**config.mk**
```make
export PLATFORM = sky130hd
export DESIGN_NAME = fpa_fifo
export DESIGN_NICKNAME = d
export VERILOG_FILES = /design/src/rtl/fpa_pkg.sv /design/src/rtl/fpa_fifo.sv
export SDC_FILE = /design/constraint.sdc
export NUM_CORES = 1
export LEC_CHECK = 0
export BUFFER_PORTS_ARGS = -buffer_cell sky130_fd_sc_hd__buf_2
export CORE_AREA = 2 2 144 146
export CTS_CLUSTER_SIZE = 40
export DETAILED_ROUTE_END_ITERATION = 7
export DIE_AREA = 0 0 146 148
export PLACE_DENSITY = 0.65
export SYNTH_ARGS = -nofsm -noshare
export SYNTH_HDL_FRONTEND = slang
export SYNTH_SLANG_ARGS = --single-unit
export TNS_END_PERCENT = 50
```
**constraint.sdc**
```tcl
create_clock -name clk_i -period 5.4 [get_ports clk_i]
set_input_delay 0.54 -clock clk_i [delete_from_list [all_inputs] [get_ports clk_i]]
set_output_delay 0.54 -clock clk_i [all_outputs]
set_load 0.01 [all_outputs]
```
**src/rtl/fpa_pkg.sv**
```systemverilog
`default_nettype none
package fpa_pkg;

  localparam int WORD_WIDTH_DEF = 32;
  localparam int DATA_W         = 32;
  localparam int CMD_W          = 3;
  localparam int FRAC_W         = 5;
  localparam logic [FRAC_W-1:0] FRAC_RESET = 5'd16;
  localparam int DIV_STEPS      = 2 * DATA_W;

  typedef enum logic [CMD_W-1:0] {
    CMD_TO_FIXED  = 3'd0,
    CMD_TO_INT    = 3'd1,
    CMD_FRAC      = 3'd2,
    CMD_WHOLE     = 3'd3,
    CMD_MUL       = 3'd4,
    CMD_MUL_ROUND = 3'd5,
    CMD_DIV       = 3'd6
  } cmd_e;

  // what the back end has to do with an item
  typedef enum logic [1:0] {
    KIND_DIRECT  = 2'd0,
    KIND_MUL     = 2'd1,
    KIND_MUL_RND = 2'd2,
    KIND_DIV     = 2'd3
  } kind_e;

  typedef struct packed {
    kind_e              kind;
    logic [FRAC_W-1:0]  frac;
    logic [DATA_W-1:0]  a;
    logic [DATA_W-1:0]  b;
    logic [DATA_W-1:0]  direct;
  } work_t;

  // low bits of the word width that fit into the result field
  function automatic logic [DATA_W-1:0] word_mask(input int width);
    logic [63:0] m;
    m = (width >= 64) ? 64'hFFFF_FFFF_FFFF_FFFF : ((64'd1 << width) - 64'd1);
    return m[DATA_W-1:0];
  endfunction

endpackage
`default_nettype wire

```
**src/rtl/fpa_fifo.sv**
```systemverilog
`default_nettype none
module fpa_fifo (
  input  wire logic     clk_i,
  input  wire logic     rst_ni,
  input  wire logic     wr_valid_i,
  output logic          wr_ready_o,
  input  wire fpa_pkg::work_t wr_item_i,
  output logic          rd_valid_o,
  input  wire logic     rd_ready_i,
  output fpa_pkg::work_t rd_item_o
);

  fpa_pkg::work_t mem_q [2];
  logic           wr_ptr_q, rd_ptr_q;
  logic [1:0]     cnt_q;
  logic           push, pop;

  assign wr_ready_o = (cnt_q != 2'd2);
  assign rd_valid_o = (cnt_q != 2'd0);
  assign rd_item_o  = mem_q[rd_ptr_q];
  assign push       = wr_valid_i && wr_ready_o;
  assign pop        = rd_valid_o && rd_ready_i;

  always_ff @(posedge clk_i or negedge rst_ni) begin
    if (!rst_ni) begin
      wr_ptr_q <= 1'b0;
      rd_ptr_q <= 1'b0;
      cnt_q    <= 2'd0;
    end else begin
      if (push) wr_ptr_q <= !wr_ptr_q;
      if (pop)  rd_ptr_q <= !rd_ptr_q;
      cnt_q <= cnt_q + 2'(push) - 2'(pop);
    end
  end

  always_ff @(posedge clk_i) begin
    if (push) begin
      mem_q[wr_ptr_q] <= wr_item_i;
    end
  end

  a_no_overfill: assert property (@(posedge clk_i) disable iff (!rst_ni)
    cnt_q != 2'd3) else $error("queue count out of range");
  a_ptr_match: assert property (@(posedge clk_i) disable iff (!rst_ni)
    (cnt_q == 2'd0 || cnt_q == 2'd2) |-> (wr_ptr_q == rd_ptr_q))
    else $error("queue pointers disagree with count");
  a_full_holds: assert property (@(posedge clk_i) disable iff (!rst_ni)
    (cnt_q == 2'd2 && !rd_ready_i) |=> cnt_q == 2'd2)
    else $error("full queue lost an item");

endmodule
`default_nettype wire

```
==> reports/results.ini <==
[status]
outcome=finished, final reports clean

[timing]
clock.fmax_ghz=0.3059
setup_viol=0
hold_viol=0
setup_ws_ns=2.131
slew_violations=0
relSlewSlack_pct=35.97
min_period_over_period_pct=60.53
finalSetupTns_ns=0
skew_ns=0.008872
worst_pin_slew_ns=0.9582
rsz0062_at_grt=no
fin_hold_ws_ns=0.2314
min_period_ns=3.269

[yosys]
netlist_area_um2=7906
synth_sequential_area_ratio_pct=79.51
ys_seq_elements=210
ys_types=20
avgSynthCellArea_um2=23.05
synth_cells=343
synth_warnings=0
synth_fp_nets=451

[placed_design]
post-dp-hpwl_um=9285
placedCellCount=816
place_ws_ns=2.573
gp_congestion=0.6970
portBuffers=211

[floorplanning]
ioPinCount=212
die_area_um2=21610
placementRows=52
coreArea_um2=20040
dieWidth_um=146
die_h_um=148
initial_core_util_pct=39.45

[layout]
final_cell_mix=211 x buf_2, 206 x edfxtp_1, 60 x mux2_4
fillers=1713
area_growth_pct=26.30
final_cells=857
antenna_cells=0
layout_commonest_cell=buf_2
layout.nets=679
drive_above_1_share_pct=60.31

[critical_path]
worst-setup-path-type=register to primary output
cp-end-kind=primary output
worstPathMaxFanout=47
crit_chain=buf_4 -> mux2_2 -> buf_2
max_stage_delay_ns=0.95
start_kind=register
slowest_stage=dfrtp_4
critical_path_required_ns=4.86
arrival_ns=2.73

[cts]
path_clk_slew_ns=0.06
cts_buffer_depth=3
cts_sinks=210
clk_latency_ns=0.49
cts_tree=done
cts_setup_buffers=0
root_buffer=clkbuf_16
cts_max_level=1
cts_buffers=22

[power_and_ir_drop]
p_comb_share_pct=28.7
seqPwrFrac_pct=44.0
p_int_mw=3.951
p_clk_share_pct=27.3
power_leakage_nw=3.882
total_power_mw=5.471
netSwitchingFraction_pct=27.78
max-vdd-ir-drop_mv=0.3320
power.density_nw_per_um2=547.8
switching_power_mw=1.520

[route]
finalWirelength_um=14190
wire_per_inst_um=16.56
drtPass1Iterations=4
drc=0
ant_nets=0
via_count=3937
first_iter_violations=136
avgViaCountPerCell=4.594

[global_route]
grt_max_degree=74
grt_util_all_layers_pct=12.75
antenna_found_initial=0
grt_pass1_vias=4304
grt_overflow=0
grt_first_pass_wirelength_um=21760

[worst_hold_path]
hp-class=input pin to register

[run]
max_cap_viol_count=0

[critical path: cells and delay by family (launching register included)]
family	cells	cell delay, ns
buffers and inverters	2	0.84
multiplexers	1	0.41
flip-flops	1	0.95
[kinds of logic after synthesis]
kind of cell    after synthesis  share of synthesized area, %
buf+inv                      12                         1.440
compound gates                3                        0.3006
fa+ha+maj                     1                        0.1582
mux                         103                         17.52
flops                       210                         79.51
xor+xnor                      3                        0.3324
simple gates                 11                        0.7440
[worst paths after layout]
kind / start / cells past startpoint / slack [ns] / end
worst max-delay path: rd_ptr_q$_DFFE_PN0P_ / 3 / 2.13 / rd_item_o[8]
worst min-delay path: wr_item_i[28] / 1 / 0.23 / mem_q[0][28]$_DFFE_PP_
worst max register to register: cnt_q[0]$_DFF_PN0_ / 3 / 2.97 / mem_q[1][77]$_DFFE_PP_
worst min register to register: wr_ptr_q$_DFFE_PN0P_ / 1 / 0.55 / wr_ptr_q$_DFFE_PN0P_
max in group asynchronous: rst_ni / 2 / 4.85 / rd_ptr_q$_DFFE_PN0P_
min in group asynchronous: rst_ni / 2 / 0.41 / rd_ptr_q$_DFFE_PN0P_
[state kept, by name, indices dropped and copies added, names as in the netlist]
register  cells
cnt_q         2
rd_ptr_q      1
mem_q       206
wr_ptr_q      1
[Yosys cell counts]
| master | count | area (um^2) |
|---|---|---|
| dfrtp_1 | 4 | 100.1 |
| o21ai_0 | 1 | 5.000 |
| o21ba_2 | 1 | 10.01 |
| nand2_1 | 2 | 7.510 |
| buf_8 | 1 | 15.01 |
| nor2b_1 | 1 | 6.260 |
| xnor2_1 | 3 | 26.28 |
| ha_1 | 1 | 12.51 |
| and3_1 | 1 | 6.260 |
| buf_2 | 4 | 20.02 |
| buf_6 | 7 | 78.83 |
| or2_2 | 1 | 6.260 |
| mux2_4 | 60 | 900.9 |
| a311oi_1 | 1 | 8.760 |
| mux2_2 | 43 | 484.2 |
| nor2_1 | 3 | 11.26 |
| nor4bb_1 | 1 | 10.01 |
| nand3_1 | 1 | 5.000 |
| nand2b_1 | 1 | 6.260 |
| edfxtp_1 | 206 | 6186 |
[final cells by class]
cell class / instances / area, um^2 / area share [%]
timing repair buffer: 216 / 1109 / 11.10
clock inverter: 14 / 143.9 / 1.441
sequential: 210 / 6290 / 62.99
tap: 270 / 337.8 / 3.383
clock buffer: 26 / 586.8 / 5.876
multi-input combinational: 121 / 1519 / 15.21
[power groups by stage]
| stage | clock network, mW | registers [mW] | logic [mW] |
|---|---|---|---|
| after floorplan | 0 | 2.36 | 1.17 |
| after global placement | 0 | 2.43 | 1.58 |
| after detailed placement | 0 | 2.46 | 1.61 |
| after CTS | 1.55 | 2.42 | 1.61 |
| after global routing | 1.60 | 2.45 | 1.70 |
| final | 1.49 | 2.41 | 1.57 |
[timing repair]
action | in CTS | in global routing
hold buffers | 1 | 0
resized for setup | 0 | 0
hold endpoints to repair | 4 | 0
[per-stage QoR]
step	util [%]	area (um^2)
floorplan	-	7909
global placement	46.14	9245
detailed placement	46.14	9245
CTS	49.83	9986
global route	49.83	9986
finish	49.83	9986
[metal layers]
metal | track usage (%) | share of wire (%) | vias to the layer above | wire length, um
li1 | - | - | 1829 | -
met4 | 3.835 | 2.3 | 0 | 320
met3 | 3.920 | 8.2 | 25 | 1169
met1 | 14.84 | 39 | 1925 | 5496
met5 | 0 | 0 | - | 0
met2 | 22.78 | 51 | 158 | 7205
(Power assumes the default switching activity.)
