**src/rtl/fpa_pkg.sv**
```systemverilog
`default_nettype none
package fpa_pkg;

  localparam int WORD_WIDTH_DEF = 32;
  localparam int DATA_W         = 32;
  localparam int CMD_W          = 3;
  localparam int FRAC_W         = 5;
  localparam logic [FRAC_W-1:0] FRAC_RESET = 5'd16;
  localparam int DIV_STEPS      = 2 * DATA_W;

  typedef enum logic [CMD_W-1:0] {
    CMD_TO_FIXED  = 3'd0,
    CMD_TO_INT    = 3'd1,
    CMD_FRAC      = 3'd2,
    CMD_WHOLE     = 3'd3,
    CMD_MUL       = 3'd4,
    CMD_MUL_ROUND = 3'd5,
    CMD_DIV       = 3'd6
  } cmd_e;

  // what the back end has to do with an item
  typedef enum logic [1:0] {
    KIND_DIRECT  = 2'd0,
    KIND_MUL     = 2'd1,
    KIND_MUL_RND = 2'd2,
    KIND_DIV     = 2'd3
  } kind_e;

  typedef struct packed {
    kind_e              kind;
    logic [FRAC_W-1:0]  frac;
    logic [DATA_W-1:0]  a;
    logic [DATA_W-1:0]  b;
    logic [DATA_W-1:0]  direct;
  } work_t;

  // low bits of the word width that fit into the result field
  function automatic logic [DATA_W-1:0] word_mask(input int width);
    logic [63:0] m;
    m = (width >= 64) ? 64'hFFFF_FFFF_FFFF_FFFF : ((64'd1 << width) - 64'd1);
    return m[DATA_W-1:0];
  endfunction

endpackage
`default_nettype wire

```
**src/rtl/fpa_front.sv**
```systemverilog
`default_nettype none
module fpa_front #(
  parameter int WORD_WIDTH = fpa_pkg::WORD_WIDTH_DEF
) (
  input  wire logic                        clk_i,
  input  wire logic                        rst_ni,
  input  wire logic                        in_valid_i,
  output logic                             in_ready_o,
  input  wire logic [fpa_pkg::CMD_W-1:0]   in_cmd_i,
  input  wire logic [fpa_pkg::DATA_W-1:0]  in_a_i,
  input  wire logic [fpa_pkg::DATA_W-1:0]  in_b_i,
  input  wire logic [fpa_pkg::FRAC_W-1:0]  frac_i,
  output logic                             out_valid_o,
  input  wire logic                        out_ready_i,
  output fpa_pkg::work_t                   out_item_o
);

  localparam logic [fpa_pkg::DATA_W-1:0] WMASK = fpa_pkg::word_mask(WORD_WIDTH);

  logic                           valid_q;
  fpa_pkg::work_t                 item_q, item_d;
  logic [fpa_pkg::DATA_W-1:0]     a_m, fmask;

  // decode and work out the shift and mask commands right away
  always_comb begin
    a_m   = in_a_i & WMASK;
    fmask = (fpa_pkg::DATA_W'(1) << frac_i) - fpa_pkg::DATA_W'(1);
    item_d.frac   = frac_i;
    item_d.a      = a_m;
    item_d.b      = in_b_i & WMASK;
    item_d.kind   = fpa_pkg::KIND_DIRECT;
    item_d.direct = '0;
    case (in_cmd_i)
      fpa_pkg::CMD_TO_FIXED:  item_d.direct = (a_m << frac_i) & WMASK;
      fpa_pkg::CMD_TO_INT:    item_d.direct = a_m >> frac_i;
      fpa_pkg::CMD_FRAC:      item_d.direct = a_m & fmask;
      fpa_pkg::CMD_WHOLE:     item_d.direct = a_m & ~fmask;
      fpa_pkg::CMD_MUL:       item_d.kind   = fpa_pkg::KIND_MUL;
      fpa_pkg::CMD_MUL_ROUND: item_d.kind   = fpa_pkg::KIND_MUL_RND;
      fpa_pkg::CMD_DIV:       item_d.kind   = fpa_pkg::KIND_DIV;
      default:                item_d.direct = '0;
    endcase
  end

  assign in_ready_o  = !valid_q || out_ready_i;
  assign out_valid_o = valid_q;
  assign out_item_o  = item_q;

  always_ff @(posedge clk_i or negedge rst_ni) begin
    if (!rst_ni) begin
      valid_q <= 1'b0;
    end else if (in_ready_o) begin
      valid_q <= in_valid_i;
    end
  end

  always_ff @(posedge clk_i) begin
    if (in_valid_i && in_ready_o) begin
      item_q <= item_d;
    end
  end

endmodule
`default_nettype wire

```
**config.mk**
```make
export PLATFORM = sky130hd
export DESIGN_NAME = fpa_front
export DESIGN_NICKNAME = d
export VERILOG_FILES = /design/src/rtl/fpa_pkg.sv /design/src/rtl/fpa_front.sv
export SDC_FILE = /design/constraint.sdc
export NUM_CORES = 1
export LEC_CHECK = 0
export ABC_AREA = 0
export BUFFER_PORTS_ARGS = -buffer_cell sky130_fd_sc_hd__buf_2
export CELL_PAD_IN_SITES_DETAIL_PLACEMENT = 1
export CELL_PAD_IN_SITES_GLOBAL_PLACEMENT = 2
export CORE_ASPECT_RATIO = 0.6
export CORE_MARGIN = 8
export CORE_UTILIZATION = 34
export DETAILED_ROUTE_END_ITERATION = 8
export PLACE_DENSITY_LB_ADDON = 0.1
export RECOVER_POWER = 25
export SLEW_MARGIN = 5
export SYNTH_ARGS = -nofsm -noshare
export SYNTH_HDL_FRONTEND = slang
export SYNTH_SLANG_ARGS = --single-unit
```
**constraint.sdc**
```tcl
create_clock -name clk_i -period 4.3 [get_ports clk_i]
set_input_delay 0.43 -clock clk_i [delete_from_list [all_inputs] [get_ports clk_i]]
set_output_delay 0.43 -clock clk_i [all_outputs]
set_load 0.005 [all_outputs]
```
==> results.cfg <==
[die]
boundaryPins = 181
fp-row-count = 43
dieWidth_um = 212.0
start_util_pct = 34.29
core_area_um2 = 22870
die_h_um = 133.6
dieArea_um2 = 28330

[power]
p_leak_uw = 0.003466
power.total_uw = 2863
power_density_nw_per_um2 = 309.0
ir_drop_mv = 0.1897

[critical_path]
crit_fanout = 17
crit_buf_inv = 1
slowest_stage = nor2b_1
path_class = primary input to flop
crit_required_ps = 4400
crit_path_start_kind = primary input
cp_slowest_stage_delay_ps = 610
crit_top_cell = a32oi_1
end_kind = flop
cp_data_arrival_time_ps = 3510
crit_chain = clkbuf_1, nor2b_1, nand2_1, ha_1, nor3b_1, a32oi_1, o22ai_1, xor2_1, a32oi_1, o211ai_1
cp_top_family = simple AND/OR/NAND/NOR gates

[timing]
fmax_mhz = 293.4
setup_violations = 0
finClkSkew_ps = 3.690
worst_slew_pin_slew_ps = 1054
rsz0062_at_grt = no
slew_headroom_pct = 29.75
min_period_ps = 3408
maxSlewViolCount = 0
setup_tns_ps = 0
final.period_utilization_pct = 79.27
hold_viol = 0
hold_slack_ps = 228.0

[clocking]
cts_tree = done
clk_latency_ps = 370
cts-buffers-inserted = 9
postCtsSetupRepairBufs = 0
root_buffer = clkbuf_16
clockBufferDepth = 2
cts.clk_slew.worst_paths_ps = 80
cts_sinks = 104
htreeDepth = 3

[job]
maxCapViolCount = 0

[synthesis]
synth-async-reset-ratio_pct = 0.9615
synth_cell_type_count = 60
syn-instance-count = 759
seq_area_frac_synth_pct = 39.77
synth_nets = 836
synth.yosys.warnings = 0
syn_area_per_cell_um2 = 10.33
yosys_register_bits = 104
syn_area_um2 = 7840
synth_edf_count = 103
ys.flop_type = edfxtp_1

[routing]
dr.pass1.iters = 5
num_vias = 7691
viasPerCell = 6.253
dr.first_iter.drc_count = 957
drc_errors = 0
wl_per_cell_um = 31.61
ant_nets = 0
wl_um = 38880

[final_layout]
num-fill-cells = 2630
fin_cells = 1230
drive_gt1_share_pct = 29.18
ff_latch_area_um2 = 3118
syn2layout_area_growth_pct = 18.19
multi_input_area_um2 = 4335
nets = 987
antenna_cells = 0

[global_routing]
grt_usage_pct = 27.03
grt_pass1_wl_um = 56280
grt_overflow = 0
antenna_found_initial = 1
grt_pass1_vias = 7726
grt_max_degree = 53

[placed_design]
gp_congestion = 1.077
numPortBuffers = 180
hpwl_um = 29750
placed_cells = 1213

[hold_path]
min-delay-path-class = primary input to flop

[run_status]
status = complete, no violations
[sequential cells by signal, indices dropped and copies added, names as in the netlist]
signal and count:
out_item_o 103, out_valid_o 1
[path summary, 6_finish.rpt]
path	cells after the start	slack [ps]	to	start
min	1	230	out_item_o[61]	in_b_i[29]
max in group asynchronous	2	3850	out_valid_o	rst_ni
max	10	890	out_item_o[12]	frac_i[0]
max reg2reg	3	2160	out_item_o[37]	out_valid_o
min reg2reg	2	530	out_valid_o	out_valid_o
min in group asynchronous	2	370	out_valid_o	rst_ni
[layout make-up]
| cell class | count | area share (%) |
|---|---|---|
| multi-input combinational | 578 | 46.79 |
| clock buffer | 9 | 2.430 |
| inverter | 5 | 0.2025 |
| timing repair buffer | 212 | 11.90 |
| tap | 315 | 4.253 |
| clock inverter | 7 | 0.7831 |
| sequential | 104 | 33.65 |
[power by group]
| group | switching, uW | total (uW) | internal, uW | leakage [uW] |
|---|---|---|---|---|
| registers | 16.8 | 1200 | 1190 | 0.00101 |
| logic | 536 | 811 | 274 | 0.00232 |
| clock network | 438 | 849 | 411 | 0.000143 |
| total | 991 | 2860 | 1870 | 0.00347 |
[synthesized netlist by cell type, types with 9 or more instances]
master | instances | area (um2)
mux4_2 | 24 | 540.5
nand2_1 | 64 | 240.2
nor3_1 | 9 | 45.04
mux2_2 | 39 | 439.2
clkbuf_1 | 28 | 105.1
edfxtp_1 | 103 | 3093
o21ai_0 | 34 | 170.2
a21oi_1 | 39 | 195.2
xnor2_1 | 23 | 201.4
nor2b_1 | 14 | 87.58
buf_2 | 27 | 135.1
xor2_1 | 17 | 148.9
nor2_1 | 59 | 221.5
a31oi_1 | 14 | 87.58
o22ai_1 | 22 | 137.6
mux2i_1 | 66 | 660.6
o211ai_1 | 12 | 90.09
a211oi_1 | 10 | 75.07
nand3_1 | 26 | 130.1
a32oi_1 | 12 | 105.1
nand2b_1 | 11 | 68.82
[metrics by stage]
step / setup WS, ps / instance area, um2 / util, %
finish: 891.5 / 9266 / 40.53
detailed placement: 922.1 / 9007 / 39.39
global placement: 1031 / 9007 / 39.39
floorplan: 846.8 / 7840 / -
global route: 783.5 / 9266 / 40.53
CTS: 1308 / 9315 / 40.74
[cell families (layout without fill, tap and decap cells)]
logic type	after synthesis	count (layout)	share of synthesized area, %
buffers and inverters	77	233	4.931
AND/OR/NAND/NOR	214	214	12.85
adder cells (fa/ha/maj)	1	1	0.1596
XOR/XNOR	40	40	4.468
AO/OA/AOI/OAI	194	194	16.90
flip-flops	104	104	39.77
multiplexers	129	129	20.92
[layer usage]
| metal | up-vias | part of all wire [%] | global-route usage [%] |
|---|---|---|---|
| li1 | 3234 | - | - |
| met3 | 60 | 9.8 | 6.732 |
| met5 | - | 0.033 | 0 |
| met4 | 2 | 2.1 | 6.885 |
| met2 | 409 | 42 | 38.26 |
| met1 | 3986 | 46 | 40.12 |
[layout by cell type (no fill, tap or decap), drive strengths merged, types with 12 or more instances in the layout]
cell	synthesis	routed
o22ai	22	22
nand3	26	26
edfxtp	103	103
a31oi	14	14
a21oi	39	39
o21ai	34	34
mux2i	66	66
xor2	17	17
xnor2	23	23
nor2	61	61
mux4	24	24
buf	44	176
o211ai	12	12
mux2	39	39
nor2b	14	14
nand2	64	64
clkbuf	28	44
a32oi	12	12
[timing repair]
action                     4_1_cts  5_1_grt
hold buffers                     1        0
hold endpoints to repair         1        0
resized for setup                0        0
setup endpoints to repair        0        0
(Power assumes the default switching activity.)
